==> src/hw/rtl/vfm_pkg.sv <==
// Package for the voxel face mesher: payload structs, face and corner tables.
// No dependencies.
`default_nettype none
package vfm_pkg;

  localparam int unsigned VertexCountWidth = 32;
  localparam logic [15:0] UvScaleReset = 16'd4096;

  typedef struct packed {
    logic        chunk_start;
    logic [15:0] pos_x;
    logic [15:0] pos_y;
    logic [15:0] pos_z;
    logic        is_solid;
    logic [26:0] neighbour_opaque;
    logic [5:0]  culls_same;
    logic [47:0] tile_u_packed;
    logic [47:0] tile_v_packed;
  } voxel_t;

  typedef struct packed {
    logic [16:0] vertex_x;
    logic [16:0] vertex_y;
    logic [16:0] vertex_z;
    logic [2:0]  face_dir;
    logic [23:0] tex_u;
    logic [23:0] tex_v;
    logic [1:0]  ao_level;
    logic [8:0]  shade;
    logic [VertexCountWidth-1:0] vertex_index;
    logic        diagonal_flipped;
    logic        last;
  } vertex_t;

  // One exposed face, handed from front to back
  typedef struct packed {
    logic [15:0] pos_x;
    logic [15:0] pos_y;
    logic [15:0] pos_z;
    logic [2:0]  face;
    logic [7:0]  ao;      // four 2-bit levels, vertex i at bits 2i
    logic        flip;
    logic [7:0]  tile_u;
    logic [7:0]  tile_v;
    logic        clear;   // reset counter before this face
    logic        last;    // final face of the voxel
  } face_t;

  // Corner offsets xyz (bit2=x, bit1=y, bit0=z)
  function automatic logic [2:0] corner_xyz(input logic [2:0] c);
    logic [2:0] r;
    begin
      r = 3'b000;
      unique case (c)
        3'd0: r = 3'b111;
        3'd1: r = 3'b011;
        3'd2: r = 3'b001;
        3'd3: r = 3'b101;
        3'd4: r = 3'b010;
        3'd5: r = 3'b110;
        3'd6: r = 3'b100;
        3'd7: r = 3'b000;
        default: r = 3'b000;
      endcase
      return r;
    end
  endfunction

  function automatic logic [2:0] face_corner(input logic [2:0] d, input logic [1:0] i);
    logic [11:0] row;
    begin
      row = 12'd0;
      unique case (d)
        3'd0: row = {3'd1, 3'd0, 3'd2, 3'd3};
        3'd1: row = {3'd0, 3'd5, 3'd3, 3'd6};
        3'd2: row = {3'd5, 3'd4, 3'd6, 3'd7};
        3'd3: row = {3'd4, 3'd1, 3'd7, 3'd2};
        3'd4: row = {3'd0, 3'd1, 3'd5, 3'd4};
        3'd5: row = {3'd6, 3'd7, 3'd3, 3'd2};
        default: row = 12'd0;
      endcase
      return row[3*i +: 3];
    end
  endfunction

  // Neighbourhood bit index of ring entry k of face d
  function automatic logic [4:0] ring_bit(input logic [2:0] d, input logic [2:0] k);
    logic [39:0] row;
    begin
      row = 40'd0;
      // entries listed k=7..0, each (dz+1)*9+(dy+1)*3+dx+1
      unique case (d)
        3'd0: row = {5'd23, 5'd20, 5'd19, 5'd18, 5'd21, 5'd24, 5'd25, 5'd26};
        3'd1: row = {5'd5, 5'd2, 5'd11, 5'd20, 5'd23, 5'd26, 5'd17, 5'd8};
        3'd2: row = {5'd3, 5'd0, 5'd1, 5'd2, 5'd5, 5'd8, 5'd7, 5'd6};
        3'd3: row = {5'd21, 5'd18, 5'd9, 5'd0, 5'd3, 5'd6, 5'd15, 5'd24};
        3'd4: row = {5'd15, 5'd6, 5'd7, 5'd8, 5'd17, 5'd26, 5'd25, 5'd24};
        3'd5: row = {5'd9, 5'd18, 5'd19, 5'd20, 5'd11, 5'd2, 5'd1, 5'd0};
        default: row = 40'd0;
      endcase
      return row[5*k +: 5];
    end
  endfunction

  function automatic logic [4:0] normal_bit(input logic [2:0] d);
    logic [4:0] r;
    begin
      r = 5'd13;
      unique case (d)
        3'd0: r = 5'd22;
        3'd1: r = 5'd14;
        3'd2: r = 5'd4;
        3'd3: r = 5'd12;
        3'd4: r = 5'd16;
        3'd5: r = 5'd10;
        default: r = 5'd13;
      endcase
      return r;
    end
  endfunction

  function automatic logic [8:0] shade_q8(input logic [1:0] a);
    logic [8:0] r;
    begin
      r = 9'd256;
      unique case (a)
        2'd0: r = 9'd38;
        2'd1: r = 9'd77;
        2'd2: r = 9'd154;
        2'd3: r = 9'd256;
        default: r = 9'd256;
      endcase
      return r;
    end
  endfunction

endpackage
`default_nettype wire

==> src/hw/rtl/vfm_front.sv <==
// Front: accepts voxels, walks exposed faces one a cycle while face_ready_i is high, computes AO and flip.
// Depends on vfm_pkg.
`default_nettype none
module vfm_front (
  input  wire logic           clk_i,
  input  wire logic           rst_ni,
  input  wire logic           push,
  output logic                full,
  input  wire vfm_pkg::voxel_t voxel_i,
  output logic                face_valid_o,
  input  wire logic           face_ready_i,
  output vfm_pkg::face_t      face_o
);
  import vfm_pkg::*;

  voxel_t     vox_q;
  logic       busy_q;
  logic [5:0] todo_q, todo_d;
  logic       clr_q, clr_d;
  logic       busy_d;
  logic [2:0] d;
  logic [5:0] pick;
  logic [5:0] exposed;
  logic [3:0] s1, s2, cc;
  logic [7:0] ao;
  logic [1:0] m03, m12;
  logic       stepped;

  // Exposed-face mask of an incoming voxel
  always_comb begin
    for (int f = 0; f < 6; f++) begin
      exposed[f] = voxel_i.is_solid & ~voxel_i.culls_same[f]
                   & ~voxel_i.neighbour_opaque[normal_bit(3'(f))];
    end
  end

  // Lowest pending face
  always_comb begin
    d = 3'd0;
    for (int f = 5; f >= 0; f--) begin
      if (todo_q[f]) d = 3'(f);
    end
    pick = 6'(1) << d;
  end

  // AO per vertex: ring picks (s1,corner,s2) = (7,6,5),(5,4,3),(1,0,7),(3,2,1)
  always_comb begin
    s1 = {vox_q.neighbour_opaque[ring_bit(d, 3'd3)], vox_q.neighbour_opaque[ring_bit(d, 3'd1)],
          vox_q.neighbour_opaque[ring_bit(d, 3'd5)], vox_q.neighbour_opaque[ring_bit(d, 3'd7)]};
    cc = {vox_q.neighbour_opaque[ring_bit(d, 3'd2)], vox_q.neighbour_opaque[ring_bit(d, 3'd0)],
          vox_q.neighbour_opaque[ring_bit(d, 3'd4)], vox_q.neighbour_opaque[ring_bit(d, 3'd6)]};
    s2 = {vox_q.neighbour_opaque[ring_bit(d, 3'd1)], vox_q.neighbour_opaque[ring_bit(d, 3'd7)],
          vox_q.neighbour_opaque[ring_bit(d, 3'd3)], vox_q.neighbour_opaque[ring_bit(d, 3'd5)]};
    for (int i = 0; i < 4; i++) begin
      if (s1[i] & s2[i]) ao[2*i +: 2] = 2'd0;
      else ao[2*i +: 2] = 2'd3 - (2'(s1[i]) + 2'(s2[i]) + 2'(cc[i]));
    end
    m03 = (ao[1:0] < ao[7:6]) ? ao[1:0] : ao[7:6];
    m12 = (ao[3:2] < ao[5:4]) ? ao[3:2] : ao[5:4];
  end

  assign face_valid_o = busy_q;
  assign stepped      = busy_q & face_ready_i;
  assign full         = busy_q & ~(stepped & ((todo_q & ~pick) == 6'd0));

  always_comb begin
    face_o.pos_x  = vox_q.pos_x;
    face_o.pos_y  = vox_q.pos_y;
    face_o.pos_z  = vox_q.pos_z;
    face_o.face   = d;
    face_o.ao     = ao;
    face_o.flip   = (m03 > m12);
    face_o.tile_u = vox_q.tile_u_packed[8*d +: 8];
    face_o.tile_v = vox_q.tile_v_packed[8*d +: 8];
    face_o.clear  = clr_q;
    face_o.last   = ((todo_q & ~pick) == 6'd0);
  end

  // Face walk control; a voxel with no faces but chunk_start leaves a pending clear
  logic take;
  logic pend_clr_q, pend_clr_d;
  assign take = push & ~full;
  always_comb begin
    todo_d = todo_q;
    busy_d = busy_q;
    clr_d  = clr_q;
    pend_clr_d = pend_clr_q;
    if (stepped) begin
      todo_d = todo_q & ~pick;
      busy_d = (todo_d != 6'd0);
      clr_d  = 1'b0;
    end
    if (take) begin
      if (exposed != 6'd0) begin
        todo_d = exposed;
        busy_d = 1'b1;
        clr_d  = voxel_i.chunk_start | pend_clr_q;
        pend_clr_d = 1'b0;
      end else if (voxel_i.chunk_start) begin
        pend_clr_d = 1'b1;
      end
    end
  end

  always_ff @(posedge clk_i or negedge rst_ni) begin
    if (!rst_ni) begin
      busy_q <= 1'b0;
      todo_q <= '0;
      clr_q  <= 1'b0;
      pend_clr_q <= 1'b0;
    end else begin
      busy_q <= busy_d;
      todo_q <= todo_d;
      clr_q  <= clr_d;
      pend_clr_q <= pend_clr_d;
    end
  end

  always_ff @(posedge clk_i) begin
    if (take) vox_q <= voxel_i;
  end
endmodule
`default_nettype wire

==> src/hw/rtl/vfm_fifo.sv <==
// Short face queue between front and back.
// Depends on vfm_pkg.
`default_nettype none
module vfm_fifo (
  input  wire logic       clk_i,
  input  wire logic       rst_ni,
  input  wire logic       in_valid_i,
  output logic            in_ready_o,
  input  wire vfm_pkg::face_t in_i,
  output logic            out_valid_o,
  input  wire logic       out_ready_i,
  output vfm_pkg::face_t  out_o
);
  import vfm_pkg::*;

  face_t      mem_q [2];
  logic       wp_q, rp_q;
  logic [1:0] cnt_q;
  logic       wr, rd;

  assign in_ready_o  = (cnt_q != 2'd2);
  assign out_valid_o = (cnt_q != 2'd0);
  assign out_o       = mem_q[rp_q];
  assign wr = in_valid_i & in_ready_o;
  assign rd = out_valid_o & out_ready_i;

  // Pointers and fill level
  always_ff @(posedge clk_i or negedge rst_ni) begin
    if (!rst_ni) begin
      wp_q <= 1'b0;
      rp_q <= 1'b0;
      cnt_q <= 2'd0;
    end else begin
      if (wr) wp_q <= ~wp_q;
      if (rd) rp_q <= ~rp_q;
      cnt_q <= cnt_q + 2'(wr) - 2'(rd);
    end
  end

  always_ff @(posedge clk_i) begin
    if (wr) mem_q[wp_q] <= in_i;
  end
endmodule
`default_nettype wire

==> src/hw/rtl/vfm_back.sv <==
// Back: expands a face into four vertices, UV multiply, counter; output register.
// Depends on vfm_pkg.
`default_nettype none
module vfm_back (
  input  wire logic          clk_i,
  input  wire logic          rst_ni,
  input  wire logic [15:0]   uv_scale_i,
  input  wire logic          face_valid_i,
  output logic               face_ready_o,
  input  wire vfm_pkg::face_t face_i,
  output logic               empty,
  input  wire logic          pop,
  output vfm_pkg::vertex_t   vertex_o
);
  import vfm_pkg::*;

  logic [1:0] vi_q;
  logic [VertexCountWidth-1:0] cnt_q, base;
  logic       oval_q;
  vertex_t    out_q, v;
  logic       load;
  logic [2:0] cxyz;
  logic [8:0] tu, tv;
  logic [1:0] a;
  logic [23:0] pu, pv;

  assign load = face_valid_i & (~oval_q | pop);
  assign face_ready_o = load & (vi_q == 2'd3);
  assign empty = ~oval_q;
  assign vertex_o = out_q;

  // Vertex build; clear flag applies only to the first vertex of the face
  always_comb begin
    base = (face_i.clear && (vi_q == 2'd0)) ? '0 : cnt_q;
    cxyz = corner_xyz(face_corner(face_i.face, vi_q));
    tu = 9'(face_i.tile_u) + 9'(vi_q[0]);
    tv = 9'(face_i.tile_v) + 9'(vi_q[1]);
    pu = 24'(tu) * 24'(uv_scale_i);
    pv = 24'(tv) * 24'(uv_scale_i);
    a  = face_i.ao[2*vi_q +: 2];
    v.vertex_x = {face_i.pos_x[15], face_i.pos_x} + 17'(cxyz[2]);
    v.vertex_y = {face_i.pos_y[15], face_i.pos_y} + 17'(cxyz[1]);
    v.vertex_z = {face_i.pos_z[15], face_i.pos_z} + 17'(cxyz[0]);
    v.face_dir = face_i.face;
    v.tex_u = pu;
    v.tex_v = pv;
    v.ao_level = a;
    v.shade = shade_q8(a);
    v.vertex_index = base;
    v.diagonal_flipped = face_i.flip;
    v.last = face_i.last & (vi_q == 2'd3);
  end

  always_ff @(posedge clk_i or negedge rst_ni) begin
    if (!rst_ni) begin
      vi_q <= 2'd0;
      cnt_q <= '0;
      oval_q <= 1'b0;
    end else begin
      if (load) begin
        vi_q <= vi_q + 2'd1;
        cnt_q <= base + 1'b1;
        oval_q <= 1'b1;
      end else if (pop) begin
        oval_q <= 1'b0;
      end
    end
  end

  // Output register
  always_ff @(posedge clk_i) begin
    if (load) out_q <= v;
  end
endmodule
`default_nettype wire

==> src/hw/rtl/voxel_face_mesher_with_ao_top.sv <==
// Top level of the voxel face mesher: front, face queue, back, uv_scale register.
// Depends on vfm_pkg, vfm_front, vfm_fifo, vfm_back.
//
//  channel  | ports                       | handshake
//  voxel in | push, full, voxel_i         | beat when push & !full
//  vertex   | empty, pop, vertex_o        | beat when pop & !empty
//  config   | cfg_we_i, cfg_wdata_i       | write when cfg_we_i
//
// Front emits one exposed face per cycle unless the queue is full; back emits one vertex
// per cycle while its output is popped, so a voxel gives 4 vertices per exposed face (up to 24).
// Vertex rate is bound by the back's single output register.
// Reset clears counter, queue and uv_scale (4096). Stalls on pop back up through queue.
`default_nettype none
module voxel_face_mesher_with_ao_top (
  input  wire logic         clk_i,
  input  wire logic         rst_ni,
  input  wire logic         push,
  output logic              full,
  input  wire vfm_pkg::voxel_t voxel_i,
  output logic              empty,
  input  wire logic         pop,
  output vfm_pkg::vertex_t  vertex_o,
  input  wire logic         cfg_we_i,
  input  wire logic [15:0]  cfg_wdata_i
);
  import vfm_pkg::*;

  logic [15:0] uv_scale_q;
  face_t f_face, b_face;
  logic f_valid, f_ready, b_valid, b_ready;

  always_ff @(posedge clk_i or negedge rst_ni) begin
    if (!rst_ni) uv_scale_q <= UvScaleReset;
    else if (cfg_we_i) uv_scale_q <= cfg_wdata_i;
  end

  vfm_front u_front (
    .clk_i, .rst_ni, .push, .full, .voxel_i,
    .face_valid_o(f_valid), .face_ready_i(f_ready), .face_o(f_face)
  );

  vfm_fifo u_fifo (
    .clk_i, .rst_ni,
    .in_valid_i(f_valid), .in_ready_o(f_ready), .in_i(f_face),
    .out_valid_o(b_valid), .out_ready_i(b_ready), .out_o(b_face)
  );

  vfm_back u_back (
    .clk_i, .rst_ni, .uv_scale_i(uv_scale_q),
    .face_valid_i(b_valid), .face_ready_o(b_ready), .face_i(b_face),
    .empty, .pop, .vertex_o
  );
endmodule
`default_nettype wire

==> config.mk <==
export PLATFORM = sky130hd
export DESIGN_NAME = voxel_face_mesher_with_ao_top
export DESIGN_NICKNAME = d
export VERILOG_FILES = /design/src/hw/rtl/vfm_pkg.sv /design/src/hw/rtl/vfm_front.sv /design/src/hw/rtl/vfm_fifo.sv /design/src/hw/rtl/vfm_back.sv /design/src/hw/rtl/voxel_face_mesher_with_ao_top.sv
export SDC_FILE = /design/constraint.sdc
export NUM_CORES = 1
export LEC_CHECK = 0
export ABC_AREA = 1
export BUFFER_PORTS_ARGS = -buffer_cell sky130_fd_sc_hd__buf_2
export CORE_UTILIZATION = 50
export CTS_CLUSTER_SIZE = 40
export DETAILED_ROUTE_END_ITERATION = 10
export GPL_ROUTABILITY_DRIVEN = 1
export PLACE_DENSITY = 0.7
export SYNTH_ARGS = -nofsm -noshare
export SYNTH_HDL_FRONTEND = slang
export SYNTH_SLANG_ARGS = --single-unit
==> constraint.sdc <==
create_clock -name clk_i -period 12.3 [get_ports clk_i]
set_input_delay 0.615 -clock clk_i [delete_from_list [all_inputs] [get_ports clk_i]]
set_output_delay 0.615 -clock clk_i [all_outputs]
set_load 0.03 [all_outputs]
Word level (Yosys, flattened, before mapping)
Memory sizes are Yosys's and may differ from the RTL's.
Cells that the tools add are included.
W data, S select, Z words.
- $add $sub $neg: 21
- multipliers: 3
- order comparisons: 11
- equal/unequal tests: 15
- shift-type cells: 5
- mux-type cells: 47
- bitwise gates (word level): 45
- reduce and logical (&&, ||, !) cells: 12
- operator list (operator ; number):
    $pmux W40 S6 ; 1
    $shiftx A48 B7 Y8 ; 2
    $pmux W12 S6 ; 1
    $add A16 B2 Y17 ; 3
    $lt A5 B6 Y1 const B ; 8
    $mul A9 B16 Y24 ; 2
    $bmux W1 S5 ; 8
    $pmux W9 S4 ; 1
    $add A32 B1 Y32 const B ; 1
    $mux W32 ; 1
    $and A1 B1 Y1 ; 24
    $mux W1 ; 20
    $add A8 B1 Y9 ; 2
    $mux W3 ; 6
    $mux W6 ; 3
    $not A1 Y1 ; 17
    $eq A3 B2 Y1 const B ; 4
    $eq A3 B3 Y1 const B ; 4
    $mux W2 ; 6
    $reduce_bool A6 Y1 ; 2
    $shiftx A12 B5 Y3 ; 1
    $add A2 B1 Y2 ; 5
    $add A1 B1 Y2 ; 4
    $shiftx A8 B4 Y2 ; 1
    other kinds (20) ; 32
- bits in registers: 382
- memory bits (writable): 156
- bits in read-only memories: 24
- bits of input ports: 200
- output and inout port bits: 149
- word-level logic and storage cells: 189
- memories: 2
- memory list (name ; depth ; width ; rd ports ; clocked after Yosys merged registers in ; write ports ; line ; source):
    u_fifo.mem_q ; 2 ; 78 ; 1 ; 0 ; 1 ; vfm_fifo.sv:16 ; face_t mem_q [2];
    (name not given) ; 8 ; 3 ; 1 ; 0 ; 0 ; vfm_pkg.sv:54 ; unique case (c)

Logic depth before layout (Yosys ltp)
Gate-level depths: netlist of run 1.
- depth in word-level cells: 17
- gate-level depth with buffers: 38
- depth with buffers taken out: 34

Modules after synthesis
Synthesis of run 1 repeated with hierarchy kept, for this count alone.
- cells, all modules: 3179
- area total of the unflattened synthesis: 31629.1 sq um
- modules (own cells, without submodules) (module ; instances ; cells each ; area an instance (sq um) ; sequential area each (sq um)):
    vfm_back ; 1 ; 2068 ; 17451.7 ; 5230.0
    vfm_front ; 1 ; 604 ; 7631.1 ; 5300.1
    vfm_fifo ; 1 ; 439 ; 5900.7 ; 4784.6
    voxel_face_mesher_with_ao_top ; 1 ; 68 ; 645.6 ; 401.6

Least setup slack after synthesis of run 1
No wires, ideal clock.
- kind: register to register
- from: reg u_fifo.rp_q
- to: reg u_back.out_q (netlist bit u_back.vertex_o[85]), data pin
- library setup time: 252 ps
- arrival time: 5975 ps
- required time: 12048 ps
- path slack: 6072 ps
- stages on the path, launching flop included: 38
- buffers on the path: 6
- cell sequence: dfrtp_1 > buf_6 > buf_8 > buf_4 > buf_4 > buf_2 > nand2_1 > nand2_1 > ha_1 > inv_1 > nor2_1 > nand2_1 > nor2_1 > nand2_1 > nor2_1 > nand2_1 > nor2_2 > inv_1 > [... 2 more ...] > fa_1 > fa_1 > fa_1 > inv_1 > fa_1 > inv_1 > ha_1 > nand2_1 > nand2_1 > o21bai_1 > nor2_1 > o21bai_1 > a21oi_1 > o21ai_0 > nand2_1 > nand2_1 > nand2_1 > nand2_1
- cells in the longest elaborated chain, start to end: 3
- ends and longest elaborated chain (item ; line ; source):
    start: declaration ; vfm_fifo.sv:17 ; logic wp_q, rp_q;
    start signal: assignment ; vfm_fifo.sv:35 ; if (rd) rp_q <= ~rp_q;
    $mem_v2 Z2 W78 ; -- ;
    $add A8 B1 Y9 ; vfm_back.sv:36 ; tu = 9'(face_i.tile_u) + 9'(vi_q[0]);
    $mul A9 B16 Y24 ; vfm_back.sv:38 ; pu = 24'(tu) * 24'(uv_scale_i);
    named net u_back.pu[16] ; vfm_back.sv:25 ; logic [23:0] pu, pv;
    end signal: assignment ; vfm_back.sv:72 ; if (load) out_q <= v;
    end: declaration ; vfm_back.sv:20 ; vertex_t out_q, v;
The timed path passes the listed nets, and every way through them passes these cells.
A chain may end at the register's enable or synchronous reset.

Worst setup path in the final report of run 1
- from: reg u_fifo.rp_q
- to: reg u_back.out_q (netlist bit u_back.vertex_o[65]), data pin
- cells in the longest elaborated chain, start to end: 3
- ends and longest elaborated chain (item ; line ; source):
    $mem_v2 Z2 W78 ; -- ;
    $add A8 B1 Y9 ; vfm_back.sv:37 ; tv = 9'(face_i.tile_v) + 9'(vi_q[1]);
    $mul A9 B16 Y24 ; vfm_back.sv:39 ; pv = 24'(tv) * 24'(uv_scale_i);
    named net u_back.pv[20] ; vfm_back.sv:25 ;
The timed path passes the listed nets, and every way through them passes these cells.

==> flow_summary.toml, run 1 <==
[run_status]
status = "finished, final reports clean"

[detailed_routing]
vias = 20933
drc = 0
drtAntennaViolNets = 0
wl_per_cell_um = 18.58
viasPerCell = 5.277
totalWireLength_um = 73690
drtPass1Iterations = 8
drt_iter0_markers = 1535

[placed_design]
globalplace.congestion = 0.9128
place_inst = 3857
hpwl_um = 54780
port_buffers = 348
place_ws_ns = 5.278

[timing]
fmax_mhz = 141.9
fin_worst_skew_ns = 0.02891
slew_violations = 0
finalHoldViolCount = 0
fin_tns_setup_ns = 0
worst_slew_pin_slew_ns = 1.083
rsz0062_at_grt = "false"
setup-violations-final = 0
post-route-period-util = 0.5729
worst_slack_ns = 5.254
final.min_clock_period_ns = 7.046
slew_headroom = 0.2777

[grt]
first_global_vias = 21548
grt_overflow = 0
grt_pass1_wl_um = 116600
grt_usage = 0.2398
grt_max_degree = 174
antenna_found_initial = 9

[critical_path]
worst-path-max-fanout = 67
max_stage_delay_ns = 0.77
crit_required_ns = 12.67
reg2reg_from = "u_fifo.rp_q$_DFFE_PN0P_"
cp.arrival_ns = 7.42
critical_path_class = "reg2reg"
worstSetupStartpoint = "u_fifo.rp_q$_DFFE_PN0P_"
startpoint_type = "flop"
crit_path_frequent_cell = "nand2_1"
crit_buf_inv = 6
slowest_stage = "buf_4"
cp-end-kind = "flop"
critPathTopFamily = "adder cells"

[job]
maxCapViolations = 0

[floorplanning]
fp.dieArea_mm2 = 0.06206
start_util = 0.5059
coreArea_mm2 = 0.06036
ios = 349
die_h_um = 249.1
die_x_um = 249.1
rows = 90

[synth]
syn_area_per_cell_um2 = 10.90
synth-seq-cells = 533
synth.net_count = 3313
synth-simple-area-share = 0.1446
synth_warnings = 0
synth_xor_area_frac = 0.03270
muxShareOfSynthArea = 0.01115
synthAdderAreaFrac = 0.1766
synth.distinct_cells = 63
synthArstFlopShare = 0.1201
synth_cells = 2802
synth_area_mm2 = 0.03053
synth_compound_area_frac = 0.05020
synthFlopType = "edfxtp_1"
yosysSeqAreaShare = 0.5137
synth_top_family_by_area = "adder cells"
synth_edf_count = 469

[clock_network]
cts_tree = "yes"
postCtsSetupRepairBufs = 0
clk_latency_ns = 0.63
ctsHoldBuffers = 0
cts_resized = 0
htreeDepth = 2
root_buffer = "clkbuf_16"
clkTransAtPathRegs_ns = 0.06
cts_sinks = 533
cts_buffers = 56
cts_buffer_depth = 3

[layout]
post-route-util = 0.5788
drive_gt1_frac = 0.1789
nets = 3644
area_growth_pct = 14.42
instances_no_fill = 3967
fillers = 5053

[min_path]
hold_path.class = "in2reg"
min_from = "voxel_i[161]"
==> final cells by class <==
| class | count | area (um2) | share of cell area |
|---|---|---|---|
| clock buffer | 61 | 1420 | 0.04065 |
| multi-input combinational | 1721 | 12690 | 0.3634 |
| sequential | 533 | 15690 | 0.4491 |
| antenna | 5 | 12.51 | 0.0003581 |
| inverter | 463 | 1745 | 0.04996 |
| clock inverter | 44 | 566.8 | 0.01622 |
| tap | 782 | 978.4 | 0.02801 |
| timing repair buffer | 358 | 1829 | 0.05236 |
==> logic make-up (layout without fill, tap and decap cells) <==
group / count (synthesis) / after routing
AND/OR/NAND/NOR: 1000 / 1000
buffers and inverters: 548 / 926
flip-flops: 533 / 533
adder cells (fa/ha/maj): 311 / 311
AO/OA/AOI/OAI: 262 / 262
XOR/XNOR: 114 / 114
multiplexers: 34 / 34
other: 0 / 5
==> synth_stat cells, types with 3 or more instances <==
| library cell | number | area (um2) |
|---|---|---|
| a21o_1 | 4 | 30.03 |
| a21oi_1 | 56 | 280.3 |
| a22oi_1 | 41 | 307.8 |
| a31o_2 | 5 | 43.79 |
| a31oi_1 | 4 | 25.02 |
| buf_2 | 18 | 90.09 |
| buf_4 | 5 | 37.54 |
| buf_6 | 6 | 67.56 |
| clkbuf_1 | 52 | 195.2 |
| clkinv_1 | 7 | 26.28 |
| dfrtp_1 | 63 | 1577 |
| edfxtp_1 | 469 | 14080 |
| fa_1 | 200 | 4004 |
| ha_1 | 111 | 1389 |
| inv_1 | 445 | 1670 |
| inv_2 | 10 | 37.54 |
| mux2i_1 | 34 | 340.3 |
| nand2_1 | 512 | 1922 |
| nand2_2 | 13 | 81.33 |
| nand3_1 | 58 | 290.3 |
| nand4_1 | 16 | 100.1 |
| nor2_1 | 283 | 1062 |
| nor2_2 | 24 | 150.1 |
| nor2_4 | 8 | 90.09 |
| nor3_1 | 20 | 100.1 |
| nor3_2 | 10 | 100.1 |
| nor4_1 | 3 | 18.77 |
| o211ai_1 | 11 | 82.58 |
| o21a_1 | 4 | 30.03 |
| o21ai_0 | 104 | 520.5 |
| o21ai_1 | 14 | 70.07 |
| o21bai_1 | 7 | 52.55 |
| o22ai_1 | 4 | 25.02 |
| o31ai_1 | 3 | 22.52 |
| or2_2 | 23 | 143.9 |
| or3_1 | 4 | 25.02 |
| xnor2_1 | 43 | 376.6 |
| xor2_1 | 71 | 621.9 |
==> layout by cell type (no fill, tap or decap), drive strengths merged, types with 11 or more instances in the layout <==
master,count
clkinv,24
xnor2,43
xor2,71
o211ai,11
inv,465
edfxtp,469
dfrtp,63
buf,358
nor3,31
ha,111
a22oi,41
fa,200
or2,25
nand3,62
mux2i,34
nand4,17
o21ai,118
nand2,528
nor2,317
clkbuf,61
a21oi,56
==> metal layers <==
metal  wire (um)  GRT usage  vias up
met3        4660    0.04357      129
met2       36530     0.4093      700
met1       30590     0.3136    10365
met4        1870    0.06896        6
li1            -          -     9733
met5          38          0        -
==> registers in the layout (all words and copies together), names as in the netlist <==
name and cells:
u_fifo.rp_q 1, u_front.pend_clr_q 1, u_front.todo_q 6, u_fifo.mem_q 156, u_front.clr_q 1, u_front.face_valid_o 1
u_back.oval_q 1, u_front.vox_q 120, uv_scale_q 16, u_back.cnt_q 32, u_fifo.wp_q 1, u_back.vertex_o 145
u_fifo.cnt_q 2, u_back.vi_q 2, u_front.face_o 48
==> per-stage QoR <==
| stage | hold slack (ns) | instance area [um2] |
|---|---|---|
| final | 0.1621 | 34940 |
| after global routing | 0.1231 | 34930 |
| after CTS | 0.1202 | 34920 |
| after detailed placement | 0.4319 | 32940 |
| after global placement | 0.4236 | 32940 |
| after floorplan | 0.3194 | 30530 |
==> path summary, 6_finish.rpt <==
kind,endpoint,slack [ns],depth (start not counted)
min in group asynchronous,u_back.oval_q$_DFFE_PN0P_,0.18,2
max in group asynchronous,u_fifo.rp_q$_DFFE_PN0P_,11.42,2
worst max-delay path,u_back.vertex_o[65]$_DFFE_PP_,5.25,26
worst min-delay path,u_front.face_o[61]$_DFFE_PP_,0.16,1
worst min register to register,u_fifo.mem_q[1][68]$_DFFE_PP_,0.45,0
worst max register to register,u_back.vertex_o[65]$_DFFE_PP_,5.25,26
==> worst reg2reg max path, delay by kind of cell (launching register included) <==
family,cells,cell delay (ns)
buf+inv,6,1.23
compound gates,4,0.90
mux,1,0.29
flops,1,0.53
simple gates,10,1.38
fa+ha+maj,5,2.48
Power of run 1 is left out: the tool's default activity adds up to more than one toggle a clock period on the data nets, which glitch-free logic cannot reach.
==> run 2: changes to the inputs <==
- ABC_AREA: 1 -> 0
- PLACE_DENSITY: 0.7 -> 0.73
- clock period: 12.3 -> 5.7 ns (I/O delays scaled with it)
==> run 2 against run 1 <==
Compared with the run above:
- the flow now finishes with violations (setup timing)
- setup slack worse by 5.5 ns
- highest routed layer unchanged
- die area down 0.40%
- critical path depth unchanged
- cell area up 11%
- first-iteration DRC count down 9.4%
- clock-buffer cell count up 11
- core utilization up 6.7 points
- final cell count down 0.38%
- synthesized cell count down 13%
- routed wire length down 2.5%
- synthesized area down 0.41%
- via count down 0.30%
==> flow_summary.toml, run 2 <==
[run_status]
status = "finished, violations left"
violations = "setup timing"

[synth]
yosysMostFrequentCell = "edfxtp_1"
synth.net_count = 2951
muxShareOfSynthArea = 0.04020
synthAdderAreaFrac = 0.1777
yosysTopAreaCellShare = 0.4631
synth-simple-area-share = 0.1202
synth_cells = 2440
synth.distinct_cells = 89
synth-seq-cells = 533
yosysTopAreaCell = "edfxtp_1"
synthFlopType = "edfxtp_1"
synth_compound_area_frac = 0.05698
synth_edf_count = 469
synth_top_family_by_area = "adder cells"
synth_area_mm2 = 0.03041
synth_warnings = 0
synth_xor_area_frac = 0.03744
synthArstFlopShare = 0.1201
synthTopCellsByCount = "edfxtp_1 (469), inv_1 (287), nand2_1 (277), fa_1 (200), and2_1 (143)"
yosysSeqAreaShare = 0.5158
synth_area_leaders = "edfxtp_1 (46%), fa_1 (13%), dfrtp_1 (5.2%)"
syn_area_per_cell_um2 = 12.46

[floorplanning]
coreArea_mm2 = 0.06025
fp.dieArea_mm2 = 0.06181
ios = 349
die_h_um = 248.6
rows = 90
start_util = 0.5048
die_x_um = 248.6

[layout]
top_register = "u_fifo.mem_q"
largest_reg_flops = 156
drive_gt1_frac = 0.2669
multi_input_area_mm2 = 0.01419
area_growth_pct = 27.99
final_common_cell = "edfxtp_1"
fillers = 4281
final_cell_mix = "edfxtp_1 (469), buf_2 (348), inv_1 (278)"
nets = 3631
seqCellArea_mm2 = 0.01569

[placed_design]
port_buffers = 348
globalplace.congestion = 0.8505
hpwl_um = 47550

[detailed_routing]
viasPerCell = 5.281
totalWireLength_um = 71820
drtAntennaViolNets = 0
drtPass1Iterations = 7
wl_per_cell_um = 18.17
vias = 20871
drt_iter0_markers = 1391
drc = 0

[grt]
antenna_found_initial = 5
grt_overflow = 0
first_global_vias = 22101
grt_usage = 0.2325
grt_max_degree = 103
grt_pass1_wl_um = 114100

[clock_network]
cts_tree = "yes"
clk_latency_ns = 0.62
htreeDepth = 2
cts_buffer_depth = 3
cts_sinks = 533
root_buffer = "clkbuf_16"
cts_buffers = 55
clkTransAtPathRegs_ns = 0.06

[critical_path]
regToRegSetupSlack_ns = -0.21
critPathTopFamily = "adder cells"
crit_buf_inv = 6
cp.depth = 26
crit_path_frequent_cell = "fa_1"
r2r-end = "u_back.vertex_o[67]$_DFFE_PP_"
reg2regPathDepth = 26
startpoint_type = "flop"
worstSetupStartpoint = "u_fifo.rp_q$_DFFE_PN0P_"
max_stage_delay_ns = 0.56
critical_path_class = "reg2reg"
reg2reg_from = "u_fifo.rp_q$_DFFE_PN0P_"
cp-end-kind = "flop"
worst-path-max-fanout = 7
crit_required_ns = 6.07
cp-endpoint = "u_back.vertex_o[67]$_DFFE_PP_"
cp.arrival_ns = 6.28
slowest_stage = "fa_1"

[timing]
worst_slew_pin_slew_ns = 1.032
final.min_clock_period_ns = 5.908
worst_slack_ns = -0.2078
holdWs_ns = 0.05301
fin_tns_setup_ns = -1.218
finalHoldViolCount = 0
fin_worst_skew_ns = 0.03523
rsz0062_at_grt = "true"
post-route-period-util = 1.036
setup-violations-final = 14
slew_headroom = 0.3116
slew_violations = 0
fmax_mhz = 169.3

[job]
maxCapViolations = 0

[min_path]
hold_path.class = "in2reg"
==> run 2: cell count changes in the layout (fill, tap and decap cells not counted), moves of 40 or more <==
| cell | previous run | this run |
|---|---|---|
| a22oi_1 | 41 | 1 |
| nor2_1 | 281 | 84 |
| nor2b_1 | 1 | 78 |
| nand2_1 | 512 | 265 |
| o21ai_0 | 104 | 25 |
| dlygate4sd3_1 | 0 | 199 |
| inv_1 | 445 | 278 |
| buf_4 | 9 | 151 |
| and2_1 | 2 | 133 |
==> run 2: cell type report <==
type / count / share of cell area
clock inverter: 31 / 0.007008
clock buffer: 72 / 0.03777
timing repair buffer: 720 / 0.1341
sequential: 533 / 0.4031
multi-input combinational: 1521 / 0.3645
tap: 782 / 0.02514
antenna: 4 / 0.0002572
inverter: 289 / 0.02806
==> run 2: worst register-to-register path: stages, from the launching register on <==
cell	delay (ns)
dfrtp_4	0.49
buf_6	0.13
mux2_4	0.20
ha_4	0.15
buf_6	0.09
nand3_2	0.06
or2_4	0.30
nor2_4	0.16
xor2_4	0.17
buf_12	0.14
buf_6	0.12
nor2b_1	0.05
fa_1	0.46
fa_1	0.53
fa_1	0.56
inv_1	0.05
fa_1	0.49
inv_2	0.04
ha_4	0.20
or2_4	0.26
o31ai_4	0.06
a21oi_2	0.08
o2111ai_2	0.25
nand3_2	0.14
a31o_4	0.26
a21oi_2	0.14
xnor2_1	0.07
==> run 2: cell families (layout without fill, tap and decap cells) <==
kind of cell	count (synthesis)	in the layout
compound gates	258	258
xor+xnor	130	131
buf+inv	388	1112
flops	533	533
fa+ha+maj	312	312
mux	92	92
other cells	0	4
simple gates	727	728
==> run 2: layer usage <==
metal	global-route usage	wire, um
met2	0.4099	36950
met1	0.2920	28930
met3	0.03685	3845
met5	0	13
met4	0.07702	2079
==> run 2: through the flow <==
step / cell area, um2 / instances / setup slack [ns] / utilization
6_report: 38920 / 3952 / -0.2078 / 0.6460
5_1_grt: 38920 / 3950 / -0.4073 / 0.6460
4_1_cts: 38580 / 3935 / -0.1425 / 0.6404
3_5_place_dp: 34240 / 3598 / -0.2807 / 0.5683
3_3_place_gp: 34240 / 3598 / -0.1349 / 0.5683
2_1_floorplan: 31020 / 2440 / -0.5954 / -
==> run 2: worst min-delay path by stage <==
stage	startpoint	to	slack [ns]	depth (start not counted)
after floorplan	rst_ni	u_back.cnt_q[0]$_DFFE_PN0P_	-0.01	0
after global placement	u_front.face_o[70]$_DFFE_PP_	u_fifo.mem_q[0][70]$_DFFE_PP_	0.42	0
after detailed placement	u_front.face_o[30]$_DFFE_PP_	u_fifo.mem_q[1][30]$_DFFE_PP_	0.43	0
after CTS	voxel_i[129]	u_front.todo_q[1]$_DFF_PN0_	0.01	3
after global routing	voxel_i[129]	u_front.todo_q[1]$_DFF_PN0_	0.04	3
final	voxel_i[129]	u_front.todo_q[1]$_DFF_PN0_	0.05	3
==> run 2: what timing repair did <==
item,in CTS,in global routing
buffers inserted,33,14
hold endpoints to repair,256,0
gates resized for setup,64,46
cloned,3,1
hold buffers,199,0
setup endpoints to repair,15,25
pin swaps,51,51
Power of run 2 is left out for the same reason.
